==> config.mk <==
export PLATFORM = sky130hd
export DESIGN_NAME = read_mismatch_cluster_scanner_unit
export DESIGN_NICKNAME = d
export VERILOG_FILES = /design/src/sv/rmcs_pkg.sv /design/src/sv/rmcs_span_mem.sv /design/src/sv/rmcs_emitter.sv /design/src/sv/read_mismatch_cluster_scanner_unit.sv
export VERILOG_INCLUDE_DIRS = /design/src /design/src/sv
export SDC_FILE = /design/constraint.sdc
export NUM_CORES = 2
export LEC_CHECK = 0
export ABC_CLOCK_PERIOD_IN_PS = 5400
export BUFFER_PORTS_ARGS = -buffer_cell sky130_fd_sc_hd__buf_2
export CORE_ASPECT_RATIO = 1.5
export CORE_MARGIN = 1
export CORE_UTILIZATION = 62
export DETAILED_ROUTE_END_ITERATION = 12
export PLACE_DENSITY_LB_ADDON = 0.08
export SLEW_MARGIN = 20
export SYNTH_ARGS = -nofsm -noshare
export SYNTH_HDL_FRONTEND = slang
export SYNTH_SLANG_ARGS = --single-unit
==> constraint.sdc <==
create_clock -name clk -period 5.4 [get_ports clk]
set_input_delay 0.54 -clock clk [delete_from_list [all_inputs] [get_ports clk]]
set_output_delay 0.54 -clock clk [all_outputs]
set_load 0.01 [all_outputs]
==> src/sv/assert_macros.svh <==
// Assertion macros shared by the mismatch scanner modules.
// Each macro expects clk and arst_n in the scope where it is used.
`ifndef ASSERT_MACROS_SVH
`define ASSERT_MACROS_SVH

// Check a property on every clock edge outside reset.
`define RMCS_ASSERT(lbl, prop, msg) \
	lbl: assert property (@(posedge clk) disable iff (!arst_n) prop) else $error(msg);

// Check that a condition holds in the cycle after the trigger.
`define RMCS_ASSERT_NEXT(lbl, trig, cons, msg) \
	lbl: assert property (@(posedge clk) disable iff (!arst_n) (trig) |=> (cons)) \
		else $error(msg);

`endif

==> src/sv/rmcs_pkg.sv <==
// Shared types and constants for the read mismatch cluster scanner.
// Used by rmcs_span_mem, rmcs_emitter and the top level; no dependencies.
package rmcs_pkg;

	localparam int MAX_VARIANT_LEN = 64;
	localparam int BUF_DEPTH = MAX_VARIANT_LEN + 16;
	localparam int BUF_AW = $clog2(BUF_DEPTH);
	localparam int LEN_W = $clog2(MAX_VARIANT_LEN + 1);
	localparam int CNT_W = 16;
	localparam logic [CNT_W-1:0] CNT_MAX = '1;

	localparam logic [7:0] UNKNOWN_BASE = 8'h4E;

	// configuration register indexes
	localparam logic [1:0] REG_GAP_MATCHES = 2'd0;
	localparam logic [1:0] REG_QUAL_OFFSET = 2'd1;
	localparam logic [1:0] REG_LOW_QUAL_LIMIT = 2'd2;

	localparam logic [3:0] GAP_MATCHES_RST = 4'd5;
	localparam logic [7:0] QUAL_OFFSET_RST = 8'd33;
	localparam logic [7:0] LOW_QUAL_LIMIT_RST = 8'd25;

	typedef enum logic [0:0] {
		EMIT_IDLE,
		EMIT_RUN
	} emit_state_t;

	// request to replay one closed variant
	typedef struct packed {
		logic              valid;
		logic [31:0]       pos;
		logic [LEN_W-1:0]  len;
		logic              low_quality;
		logic              too_long;
	} emit_req_t;

	typedef struct packed {
		logic [7:0] ref_base;
		logic [7:0] alt_base;
	} allele_pair_t;

endpackage

==> src/sv/rmcs_span_mem.sv <==
// Allele buffer: one write port, one read port with registered read data.
// Depends on rmcs_pkg for depth and entry type.
module rmcs_span_mem (
	input  logic                        clk,
	input  logic                        we,
	input  logic [rmcs_pkg::BUF_AW-1:0] waddr,
	input  rmcs_pkg::allele_pair_t      wdata,
	input  logic                        re,
	input  logic [rmcs_pkg::BUF_AW-1:0] raddr,
	output rmcs_pkg::allele_pair_t      rdata
);

	rmcs_pkg::allele_pair_t mem [rmcs_pkg::BUF_DEPTH];

	always_ff @(posedge clk) begin
		if (we) begin
			mem[waddr] <= wdata;
		end
	end

	always_ff @(posedge clk) begin
		if (re) begin
			rdata <= mem[raddr];
		end
	end

endmodule

==> src/sv/rmcs_emitter.sv <==
// Replays a closed variant from the allele buffer onto the result channel.
// Depends on rmcs_pkg and assert_macros.svh; drives the buffer read port.
`include "assert_macros.svh"

module rmcs_emitter (
	input  logic                        clk,
	input  logic                        arst_n,
	input  rmcs_pkg::emit_req_t         req,
	output logic                        busy,
	output logic                        rd_en,
	output logic [rmcs_pkg::BUF_AW-1:0] rd_addr,
	input  rmcs_pkg::allele_pair_t      rd_data,
	output logic                        out_valid,
	input  logic                        out_stall,
	output logic [31:0]                 variant_pos,
	output logic [5:0]                  base_index,
	output logic [7:0]                  ref_allele_base,
	output logic [7:0]                  alt_allele_base,
	output logic                        low_quality,
	output logic                        too_long,
	output logic                        variant_last
);

	rmcs_pkg::emit_state_t state_q, state_d;

	logic [rmcs_pkg::LEN_W-1:0] idx_q;
	logic [rmcs_pkg::LEN_W-1:0] len_q;
	logic [31:0]                pos_q;
	logic                       low_q;
	logic                       long_q;

	logic                       rd_s1;
	logic [rmcs_pkg::LEN_W-1:0] idx_s1;
	logic                       last_s1;

	logic                       out_free;
	logic                       issue;
	logic                       issue_last;
	logic [rmcs_pkg::LEN_W-1:0] idx_next;

	// a read is issued only when the output register is empty by the next cycle
	assign out_free   = !out_valid || !out_stall;
	assign issue      = (state_q == rmcs_pkg::EMIT_RUN) && !rd_s1 && out_free;
	assign idx_next   = idx_q + 1'b1;
	assign issue_last = long_q || (idx_next == len_q);

	assign rd_en   = issue;
	assign rd_addr = rmcs_pkg::BUF_AW'(idx_q);
	assign busy    = (state_q == rmcs_pkg::EMIT_RUN) || rd_s1;

	always_comb begin
		state_d = state_q;
		case (state_q)
			rmcs_pkg::EMIT_IDLE: begin
				if (req.valid) begin
					state_d = rmcs_pkg::EMIT_RUN;
				end
			end
			rmcs_pkg::EMIT_RUN: begin
				if (issue && issue_last) begin
					state_d = rmcs_pkg::EMIT_IDLE;
				end
			end
			default: state_d = rmcs_pkg::EMIT_IDLE;
		endcase
	end

	always_ff @(posedge clk or negedge arst_n) begin
		if (!arst_n) begin
			state_q <= rmcs_pkg::EMIT_IDLE;
			rd_s1   <= 1'b0;
		end else begin
			state_q <= state_d;
			rd_s1   <= issue;
		end
	end

	always_ff @(posedge clk) begin
		if (req.valid && state_q == rmcs_pkg::EMIT_IDLE) begin
			idx_q  <= '0;
			len_q  <= req.len;
			pos_q  <= req.pos;
			low_q  <= req.low_quality;
			long_q <= req.too_long;
		end else if (issue) begin
			idx_q <= idx_next;
		end
		if (issue) begin
			idx_s1  <= idx_q;
			last_s1 <= issue_last;
		end
	end

	// output register: load when read data returns, drop on transfer
	always_ff @(posedge clk or negedge arst_n) begin
		if (!arst_n) begin
			out_valid <= 1'b0;
		end else if (rd_s1) begin
			out_valid <= 1'b1;
		end else if (!out_stall) begin
			out_valid <= 1'b0;
		end
	end

	always_ff @(posedge clk) begin
		if (rd_s1) begin
			variant_pos     <= pos_q;
			low_quality     <= low_q;
			too_long        <= long_q;
			variant_last    <= last_s1;
			base_index      <= long_q ? 6'd0 : idx_s1[5:0];
			ref_allele_base <= long_q ? 8'd0 : rd_data.ref_base;
			alt_allele_base <= long_q ? 8'd0 : rd_data.alt_base;
		end
	end

	`RMCS_ASSERT(a_out_free_on_return, rd_s1 |-> !out_valid, "read data returned to a full output register")
	`RMCS_ASSERT_NEXT(a_return_loads, rd_s1, out_valid, "returned read data was not loaded")
	`RMCS_ASSERT(a_no_req_while_busy, req.valid |-> !busy, "variant replay requested while busy")

endmodule

==> src/sv/read_mismatch_cluster_scanner_unit.sv <==
// Read mismatch cluster scanner: groups read/reference mismatches into
// variants and replays each closed variant with no unknown base in its span as ref/alt base pairs.
// Input channel (in_valid/in_stall) takes one aligned base per transfer:
// reference, read and quality characters, coordinate and end-of-read mark.
// Output channel (out_valid/out_stall) gives one result per variant base, or a
// single too_long result for a span over MAX_VARIANT_LEN.
// A base that closes no variant does not stall the input. A base that closes a variant
// holds in_stall high while the span replays from the allele buffer: each buffer
// read returns its data to the output register before the next read is issued, and
// the first result follows the closing transfer through the emitter state, the buffer
// read data register and the output register.
// The last result may wait in the output register while new bases are taken.
// A stall on the output holds the current result and delays the replay.
// Reset clears the variant state and loads the registers with their defaults
// (gap_matches 5, qual_offset 33, low_qual_limit 25); the buffer is not
// cleared. Write configuration (cfg_we, cfg_addr, cfg_data) only while idle.
// Depends on rmcs_pkg, rmcs_span_mem, rmcs_emitter and assert_macros.svh.
`include "assert_macros.svh"

module read_mismatch_cluster_scanner_unit (
	input  logic        clk,
	input  logic        arst_n,
	input  logic        cfg_we,
	input  logic [1:0]  cfg_addr,
	input  logic [7:0]  cfg_data,
	input  logic        in_valid,
	output logic        in_stall,
	input  logic [7:0]  ref_base,
	input  logic [7:0]  read_base,
	input  logic [7:0]  base_quality,
	input  logic [31:0] genome_pos,
	input  logic        end_of_read,
	output logic        out_valid,
	input  logic        out_stall,
	output logic [31:0] variant_pos,
	output logic [5:0]  base_index,
	output logic [7:0]  ref_allele_base,
	output logic [7:0]  alt_allele_base,
	output logic        low_quality,
	output logic        too_long,
	output logic        variant_last
);

	localparam int CW = rmcs_pkg::CNT_W;

	logic [3:0] gap_q;
	logic [7:0] qoff_q;
	logic [7:0] qlim_q;

	logic          open_q;
	logic [CW-1:0] cnt_q;
	logic [3:0]    trail_q;
	logic [31:0]   start_q;
	logic [7:0]    rmin_q;
	logic [7:0]    smin_q;
	logic          runk_q;
	logic          sunk_q;

	logic          acc;
	logic          busy;
	logic          mismatch;
	logic          append;
	logic [3:0]    gap_eff;
	logic [CW-1:0] cnt_b, cnt_n, span;
	logic [7:0]    rmin_b, rmin_n, smin_n;
	logic          runk_b, runk_n, sunk_n;
	logic [4:0]    trail_n;
	logic [31:0]   start_n;
	logic          close;
	logic          low;
	logic          wr_en;

	rmcs_pkg::emit_req_t    req;
	rmcs_pkg::allele_pair_t wr_pair;
	rmcs_pkg::allele_pair_t rd_data;
	logic                   rd_en;
	logic [rmcs_pkg::BUF_AW-1:0] rd_addr;

	assign in_stall = busy;
	assign acc      = in_valid && !in_stall;

	always_ff @(posedge clk or negedge arst_n) begin
		if (!arst_n) begin
			gap_q  <= rmcs_pkg::GAP_MATCHES_RST;
			qoff_q <= rmcs_pkg::QUAL_OFFSET_RST;
			qlim_q <= rmcs_pkg::LOW_QUAL_LIMIT_RST;
		end else if (cfg_we) begin
			case (cfg_addr)
				rmcs_pkg::REG_GAP_MATCHES:    gap_q  <= cfg_data[3:0];
				rmcs_pkg::REG_QUAL_OFFSET:    qoff_q <= cfg_data;
				rmcs_pkg::REG_LOW_QUAL_LIMIT: qlim_q <= cfg_data;
				default: ;
			endcase
		end
	end

	always_comb begin
		gap_eff  = (gap_q == 4'd0) ? 4'd1 : gap_q;
		mismatch = (ref_base != read_base) && (read_base != rmcs_pkg::UNKNOWN_BASE);
		append   = mismatch || open_q;

		// a new variant starts from fresh running state
		cnt_b   = open_q ? cnt_q : '0;
		rmin_b  = open_q ? rmin_q : 8'hFF;
		runk_b  = open_q && runk_q;
		start_n = open_q ? start_q : genome_pos;

		cnt_n  = (cnt_b == rmcs_pkg::CNT_MAX) ? cnt_b : cnt_b + 1'b1;
		rmin_n = (base_quality < rmin_b) ? base_quality : rmin_b;
		runk_n = runk_b || (ref_base == rmcs_pkg::UNKNOWN_BASE)
			|| (read_base == rmcs_pkg::UNKNOWN_BASE);

		if (mismatch) begin
			trail_n = '0;
			smin_n  = rmin_n;
			sunk_n  = runk_n;
		end else begin
			trail_n = {1'b0, trail_q} + 5'd1;
			smin_n  = smin_q;
			sunk_n  = sunk_q;
		end

		close = append && ((trail_n >= {1'b0, gap_eff}) || end_of_read);
		span  = cnt_n - CW'(trail_n);
		low   = (smin_n >= qoff_q) && ((smin_n - qoff_q) < qlim_q);
		wr_en = acc && append && (cnt_b < CW'(rmcs_pkg::BUF_DEPTH));

		req.valid       = acc && close && !sunk_n;
		req.pos         = start_n;
		req.too_long    = span > CW'(rmcs_pkg::MAX_VARIANT_LEN);
		req.len         = rmcs_pkg::LEN_W'(span);
		req.low_quality = low;

		wr_pair.ref_base = ref_base;
		wr_pair.alt_base = read_base;
	end

	always_ff @(posedge clk or negedge arst_n) begin
		if (!arst_n) begin
			open_q  <= 1'b0;
			cnt_q   <= '0;
			trail_q <= '0;
			start_q <= '0;
			rmin_q  <= 8'hFF;
			smin_q  <= 8'hFF;
			runk_q  <= 1'b0;
			sunk_q  <= 1'b0;
		end else if (acc && append) begin
			start_q <= start_n;
			if (close) begin
				open_q  <= 1'b0;
				cnt_q   <= '0;
				trail_q <= '0;
				rmin_q  <= 8'hFF;
				smin_q  <= 8'hFF;
				runk_q  <= 1'b0;
				sunk_q  <= 1'b0;
			end else begin
				open_q  <= 1'b1;
				cnt_q   <= cnt_n;
				trail_q <= trail_n[3:0];
				rmin_q  <= rmin_n;
				smin_q  <= smin_n;
				runk_q  <= runk_n;
				sunk_q  <= sunk_n;
			end
		end
	end

	rmcs_span_mem u_mem (
		.clk   (clk),
		.we    (wr_en),
		.waddr (cnt_b[rmcs_pkg::BUF_AW-1:0]),
		.wdata (wr_pair),
		.re    (rd_en),
		.raddr (rd_addr),
		.rdata (rd_data)
	);

	rmcs_emitter u_emit (
		.clk             (clk),
		.arst_n          (arst_n),
		.req             (req),
		.busy            (busy),
		.rd_en           (rd_en),
		.rd_addr         (rd_addr),
		.rd_data         (rd_data),
		.out_valid       (out_valid),
		.out_stall       (out_stall),
		.variant_pos     (variant_pos),
		.base_index      (base_index),
		.ref_allele_base (ref_allele_base),
		.alt_allele_base (alt_allele_base),
		.low_quality     (low_quality),
		.too_long        (too_long),
		.variant_last    (variant_last)
	);

	`RMCS_ASSERT(a_closed_state_clear, !open_q |-> (cnt_q == '0 && trail_q == '0), "closed variant left state behind")
	`RMCS_ASSERT(a_trail_in_span, open_q |-> (CW'(trail_q) < cnt_q), "trailing matches cover the whole span")
	`RMCS_ASSERT_NEXT(a_close_stalls, req.valid, in_stall, "input not stalled during replay")

endmodule
======== Word level (Yosys, flattened, before mapping) ========
Memory sizes are Yosys's and may differ from the RTL's. A register that Yosys moved wholly into a read port is not among the register bits.
Index checks and enable logic that the tools add are counted.
Widths: inputs -> output; s select.
operators by class
  add/sub/neg operators ................... 5
  multipliers ............................. 0
  div/mod/pow operators ................... 0
  order comparisons ....................... 6
  equal/unequal tests ..................... 9
  shift operators ......................... 0
  mux-type cells .......................... 23
  bitwise gates (word level) .............. 1
  reductions and logical operators ........ 30
operators by type and width
  cell                   count
  $mux 16                3
  $mux 8                 5
  $mux 32                1
  $add 16x1->16 const B  1
  $eq 16x16->1 const B   1
  $eq 8x7->1 const B     2
  $gt 16x7->1 const B    1
  $lt 16x7->1 const B    1
  $lt 8x8->1             2
  $sub 16x5->16          1
  $logic_and 1x1->1      13
  $mux 1                 10
  $ge 8x8->1             1
  $mux 4                 2
  $ne 8x7->1 const B     1
  $ne 8x8->1             1
  $sub 8x8->8            1
  $add 7x1->7 const B    1
  $eq 7x7->1             1
  $logic_or 1x1->1       7
  $reduce_and 2->1       3
  $add 4x1->5 const B    1
  $ge 5x4->1             1
  $logic_not 1->1        5
  8 further kinds        8
storage, ports and cells
  register bits ........................... 206
  bits in latches ......................... 0
  memory bits (writable) .................. 1,280
  bits in read-only memories .............. 0
  input bits .............................. 72
  logic and storage cells ................. 103
  memories ................................ 1
memory list
  name       words  width  read ports  clocked after memory_dff  write ports  line                 RTL
  u_mem.mem  80     16     1           1                         1            rmcs_span_mem.sv:13  rmcs_pkg::allele_pair_t mem [rmcs_pkg::BUF_DEPTH];

======== Logic depth before layout (Yosys ltp) ========
  word-level depth ........................ 10
  gate-level depth with buffers ........... 25

======== Cells and area by module ========
Synthesis repeated with hierarchy kept, for this count alone.
unflattened totals
  cells, all modules ...................... 3,257
  area total of the unflattened synthesis .. 59,887.4 µm²
by module, submodules not included
  module                              times used  cells each  area each (µm²)  sequential area each (µm²)
  rmcs_span_mem                       1           2,392       49,998.0         38,917.3
  read_mismatch_cluster_scanner_unit  1           669         6,002.0          2,306.0
  rmcs_emitter                        1           196         3,887.5          3,368.2

======== Worst setup path before layout ========
OpenSTA, ideal clock, no wires.
  kind .................................... flip-flop to flip-flop
  start point ............................. reg open_q
  end point ............................... reg u_emit.low_q, data pin
  data arrival time ....................... 4.596 ns
  path slack .............................. 0.637 ns
  cell stages (with the launch flop) ...... 25
  path buffers ............................ 4
  cell sequence ........................... dfrtp_1 > buf_2 > buf_1 > clkbuf_1 > nor2b_1 > ha_1 > a211o_1 > a211oi_1 > o21ai_1 > buf_1 > mux2i_1 > mux2_2 > ha_1 > nor2b_1 > o21ai_0 > a21boi_1 > o21ai_0 > nand2b_1 > a21o_1 > a21oi_1 > xnor2_1 > ha_1 > o21ai_0 > a21oi_1 > a211oi_1
between the ends
  longest elaborated chain between the ends .. 7
ends and longest elaborated chain
  element                   line                                       RTL
  start: declaration        read_mismatch_cluster_scanner_unit.sv:50   logic open_q;
  start signal: assignment  read_mismatch_cluster_scanner_unit.sv:140  open_q <= 1'b0;
  start signal: assignment  read_mismatch_cluster_scanner_unit.sv:151  open_q <= 1'b0;
  start signal: assignment  read_mismatch_cluster_scanner_unit.sv:159  open_q <= 1'b1;
  $mux 8 *                  read_mismatch_cluster_scanner_unit.sv:104  rmin_b = open_q ? rmin_q : 8'hFF;
  $lt 8x8->1                read_mismatch_cluster_scanner_unit.sv:109  rmin_n = (base_quality < rmin_b) ? base_quality : rmin_b;
  $mux 8 *                  read_mismatch_cluster_scanner_unit.sv:109
  $mux 8 *                  read_mismatch_cluster_scanner_unit.sv:113  if (mismatch) begin
  $sub 8x8->8               read_mismatch_cluster_scanner_unit.sv:125  low = (smin_n >= qoff_q) && ((smin_n - qoff_q) < qlim_q);
  $lt 8x8->1                read_mismatch_cluster_scanner_unit.sv:125
  $logic_and 1x1->1 *       read_mismatch_cluster_scanner_unit.sv:125
  net low                   read_mismatch_cluster_scanner_unit.sv:70   logic low;
  end signal: assignment    rmcs_emitter.sv:83                         low_q <= req.low_quality;
  end: declaration          rmcs_emitter.sv:29                         logic low_q;
The timed path passes the listed nets; every way through them passes the cells marked *.
A chain may end at the register's enable or synchronous reset.

======== Final worst setup path ========
Ends and elaborated chain as after synthesis.

==> reports/qor.log <==
[timing] clock tree skew after final layout 20.2 ps
[detailed_routing] WL per Instance 31.0 um
[synthesis] area leader, netlist sky130_fd_sc_hd__edfxtp_1
[placement] post-placement cell count 4124
[job] max cap viols 0
[timing] Final Hold Fails 0
[synthesis] netlist area before placement 59100 um2
[final_layout] share of final-layout standard cells stronger than drive strength 1 31.9%
[timing] max_slew headroom 26.2%
[detailed_routing] DRC viols 0
[clock_network] clock slew seen by the registers of the worst setup and hold paths 60 ps
[clock_network] clock latency reported for the late side of the worst-skew pair 760 ps
[global_route] GRT Max-Usage Layer met2
[global_route] met3 track demand over resource in global routing 5.22%
[synthesis] post-synthesis instance total 2722
[placement] HPWL after detailed placement 83.2 mm
[global_route] aggregate global routing overflow 0
[timing] final critical delay including setup and external delays 4760 ps
[timing] fmax 0.210 GHz
[synthesis] FFs w/ async S/R, synth 6.26%
[final_layout] final instance count without filler cells 4380
[synthesis] EDFF count, synth 1401
[worst_setup_path] Worst EP arrival 5320 ps
[synthesis] share of Yosys cell area claimed by the top area cell type 71.2%
[placement] PortBufs 130
[timing] Slew @ Worst Pin 1100 ps
[global_route] number of global-route vias before repair 29600
[global_route] global routing met2 resource utilization 49.9%
[die] cell row count 138
[worst_setup_path] worst setup path category register to register
[detailed_routing] via density per instance 6.45
[global_route] maximum number of pins on one net before global-route repair 82
[detailed_routing] via total after detailed routing 28200
[global_route] global-route wire length before repair 198 mm
[die] Std-Cell Core Area 94400 um2
[global_route] total global routing track utilization 29.3%
[synthesis] number of warnings printed during yosys synthesis 0
[global_route] number of antenna violations at the first check in global routing 11
[detailed_routing] final wirelength 136 mm
[die] I/O pin total 131
[clock_network] clock tree from TritonCTS yes
[synthesis] top cells by area in the synthesized netlist sky130_fd_sc_hd__edfxtp_1 71%, sky130_fd_sc_hd__mux4_2 16%, sky130_fd_sc_hd__dfrtp_1 3.0%
[worst_hold_path] type of the worst min-delay path primary input to register
[power_and_ir_drop] Pleak 0.0215 uW
[detailed_routing] 1st-iter DRT viols 2977
[clock_network] number of levels the H-tree was split into 4
[synthesis] sequential-to-total area share from yosys stat 75.5%
[synthesis] Synth Area per Inst 21.7 um2
[die] area enclosed by the die boundary 96600 um2
[timing] RSZ-0062 raised after global routing false
[worst_setup_path] top fanout value on the critical path 20
[run_status] status finished clean
[worst_setup_path] critical path startpoint category register
[placement] RD Place Congestion 0.867
[clock_network] CTS max path bufs 3
[synthesis] number of library cell types mapped by synthesis 66
[clock_network] clock sinks 1502
[timing] Max Transition Viols Final 0
[timing] setup-violating endpoint count in the final report 0
[die] Initial Utilization 62.6%
[synthesis] synthesized netlist net count 2830
[synthesis] predominant post-synthesis flop cell sky130_fd_sc_hd__edfxtp_1
[worst_setup_path] kind of end point of the critical path register
[clock_network] number of buffers created by CTS 136
[timing] share of the clock period used by the worst path 88.2%
[synthesis] number of storage elements in the synthesis netlist 1502
[synthesis] commonest cells in the synthesized netlist 1401 x sky130_fd_sc_hd__edfxtp_1, 416 x sky130_fd_sc_hd__mux4_2, 116 x sky130_fd_sc_hd__nor2_1
[clock_network] Clock Root Buffer sky130_fd_sc_hd__clkbuf_16
[final_layout] area added between synthesis and finish 12.5%
[worst_setup_path] critical path data required time 5950 ps
[timing] sum of negative setup slack 0 ps
[detailed_routing] count of nets left with antenna violations after detail routing 0
[die] Die Width 254 um
[final_layout] # nets final 3115
[global_route] met1 capacity usage during global routing 37.6%
[power_and_ir_drop] Pwr per Cell Area 458 nW/um2
[clock_network] number of post-CTS setup repair buffers 0
[die] die height 380 um
[detailed_routing] router iterations before antenna repair 7
[final_layout] fill count 5714
[synthesis] most instantiated library cell after synthesis sky130_fd_sc_hd__edfxtp_1
[power_and_ir_drop] maximum vdd ir drop 0.398 mV
final timing paths:
kind / from / endpoint / slack, ps / depth (start not counted)
min in group asynchronous: arst_n / qoff_q[7]$_DFFE_PN0P_ / 430 / 2
setup / recovery: open_q$_DFFE_PN0P_ / u_emit.low_q$_DFFE_PP_ / 640 / 20
hold reg to reg: u_emit.pos_q[17]$_DFFE_PP_ / u_emit.variant_pos[17]$_DFFE_PP_ / 410 / 0
setup reg to reg: open_q$_DFFE_PN0P_ / u_emit.low_q$_DFFE_PP_ / 640 / 20
max in group asynchronous: arst_n / gap_q[0]$_DFFE_PN1P_ / 3950 / 3
hold / removal: base_quality[4] / rmin_q[4]$_DFFE_PN1P_ / 50 / 2
routing by layer:
metal,share of wire [%],wire (um),vias up
met2,53,72100,1108
met3,6.3,8610,208
met4,3.9,5260,4
li1,-,-,11800
met1,37,49700,15100
met5,0.021,28,-
kinds of logic (layout without fill, tap and decap cells):
logic type | Yosys count | after routing | synth area share [%]
AO/OA/AOI/OAI | 121 | 121 | 1.35
XOR/XNOR | 42 | 42 | 0.622
adder cells (fa/ha/maj) | 36 | 36 | 0.788
buffers and inverters | 178 | 571 | 1.24
flip-flops | 1502 | 1502 | 75.5
multiplexers | 530 | 530 | 18.0
other | 0 | 5 | 0
AND/OR/NAND/NOR | 313 | 313 | 2.55
power breakdown:
group / switching (uW) / total [uW] / internal (uW)
combinational: 3530 / 6840 / 3300
sequential: 430 / 14000 / 13500
clock: 4120 / 9640 / 5520
registers in the layout (all words and copies together), names as in the netlist, 8 cells and up:
register / cells
start_q: 32
u_mem.mem: 1280
u_emit.variant_pos: 32
cnt_q: 16
u_mem.rdata: 16
smin_q: 8
u_emit.pos_q: 32
u_emit.ref_allele_base: 8
qlim_q: 8
rmin_q: 8
qoff_q: 8
u_emit.alt_allele_base: 8
cell type report:
type / instances / area, um2 / area share (%)
inverter: 47 / 176 / 0.265
timing repair buffer: 278 / 1910 / 2.88
antenna: 5 / 12.5 / 0.0188
tap: 1260 / 1580 / 2.37
clock inverter: 71 / 722 / 1.09
multi-input combinational: 1042 / 13800 / 20.7
clock buffer: 175 / 3720 / 5.59
sequential: 1502 / 44600 / 67.1
cells in the final DEF, fill, tap and decap left out, types with 6 or more instances in the layout:
cell type / Yosys / layout
sky130_fd_sc_hd__a21oi_1: 23 / 23
sky130_fd_sc_hd__a22o_1: 6 / 6
sky130_fd_sc_hd__buf_12: 0 / 11
sky130_fd_sc_hd__buf_2: 29 / 129
sky130_fd_sc_hd__buf_4: 1 / 133
sky130_fd_sc_hd__bufinv_16: 0 / 13
sky130_fd_sc_hd__clkbuf_1: 83 / 30
sky130_fd_sc_hd__clkbuf_16: 0 / 143
sky130_fd_sc_hd__clkinv_1: 0 / 19
sky130_fd_sc_hd__clkinv_2: 0 / 26
sky130_fd_sc_hd__dfrtp_1: 71 / 69
sky130_fd_sc_hd__dfstp_2: 23 / 23
sky130_fd_sc_hd__edfxtp_1: 1401 / 1401
sky130_fd_sc_hd__ha_1: 34 / 34
sky130_fd_sc_hd__inv_1: 46 / 45
sky130_fd_sc_hd__inv_6: 0 / 9
sky130_fd_sc_hd__mux2_1: 32 / 32
sky130_fd_sc_hd__mux2_2: 72 / 72
sky130_fd_sc_hd__mux2i_1: 10 / 10
sky130_fd_sc_hd__mux4_2: 416 / 416
sky130_fd_sc_hd__nand2_1: 63 / 63
sky130_fd_sc_hd__nand2b_1: 13 / 13
sky130_fd_sc_hd__nand3_1: 16 / 16
sky130_fd_sc_hd__nand3b_1: 6 / 6
sky130_fd_sc_hd__nand4_1: 6 / 6
sky130_fd_sc_hd__nor2_1: 116 / 116
sky130_fd_sc_hd__nor2b_1: 42 / 42
sky130_fd_sc_hd__nor3_1: 14 / 14
sky130_fd_sc_hd__nor4_1: 8 / 8
sky130_fd_sc_hd__o21ai_0: 20 / 20
sky130_fd_sc_hd__o21ai_1: 16 / 16
sky130_fd_sc_hd__o22a_1: 15 / 15
sky130_fd_sc_hd__o31ai_1: 6 / 6
sky130_fd_sc_hd__xnor2_1: 17 / 17
sky130_fd_sc_hd__xor2_1: 25 / 25
critical path, stage by stage (launching register included):
cell                       delay [ps]
sky130_fd_sc_hd__dfrtp_2          580
sky130_fd_sc_hd__nor2b_1          230
sky130_fd_sc_hd__ha_1             260
sky130_fd_sc_hd__a211o_1          290
sky130_fd_sc_hd__a211oi_1         210
sky130_fd_sc_hd__o21ai_1          180
sky130_fd_sc_hd__mux2i_1          160
sky130_fd_sc_hd__mux2_2           320
sky130_fd_sc_hd__ha_1             300
sky130_fd_sc_hd__nor2b_1          140
sky130_fd_sc_hd__o21ai_0          290
sky130_fd_sc_hd__a21boi_1         140
sky130_fd_sc_hd__o21ai_0          170
sky130_fd_sc_hd__nand2b_1         110
sky130_fd_sc_hd__a21o_1           200
sky130_fd_sc_hd__a21oi_1          180
sky130_fd_sc_hd__xnor2_1          140
sky130_fd_sc_hd__ha_1             240
sky130_fd_sc_hd__o21ai_0           80
sky130_fd_sc_hd__a21oi_1           70
sky130_fd_sc_hd__a211oi_1         270
metrics by stage:
step           hold slack, ps  total power [uW]  setup slack, ps  util, %  instance area [um2]
2_1_floorplan             244             18700              637        -                59100
3_3_place_gp              400             21000              873     65.7                62000
3_5_place_dp              405             21100              691     65.7                62000
4_1_cts                  1.08             30700              648     70.4                66500
5_1_grt                  18.9             31500              271     70.4                66500
6_report                 49.1             30400              636     70.4                66500
repair_timing:
action,CTS,global route
resized for setup,0,0
hold endpoints to repair,48,0
hold buffers,5,0
Power figures use the tool's default switching activity.
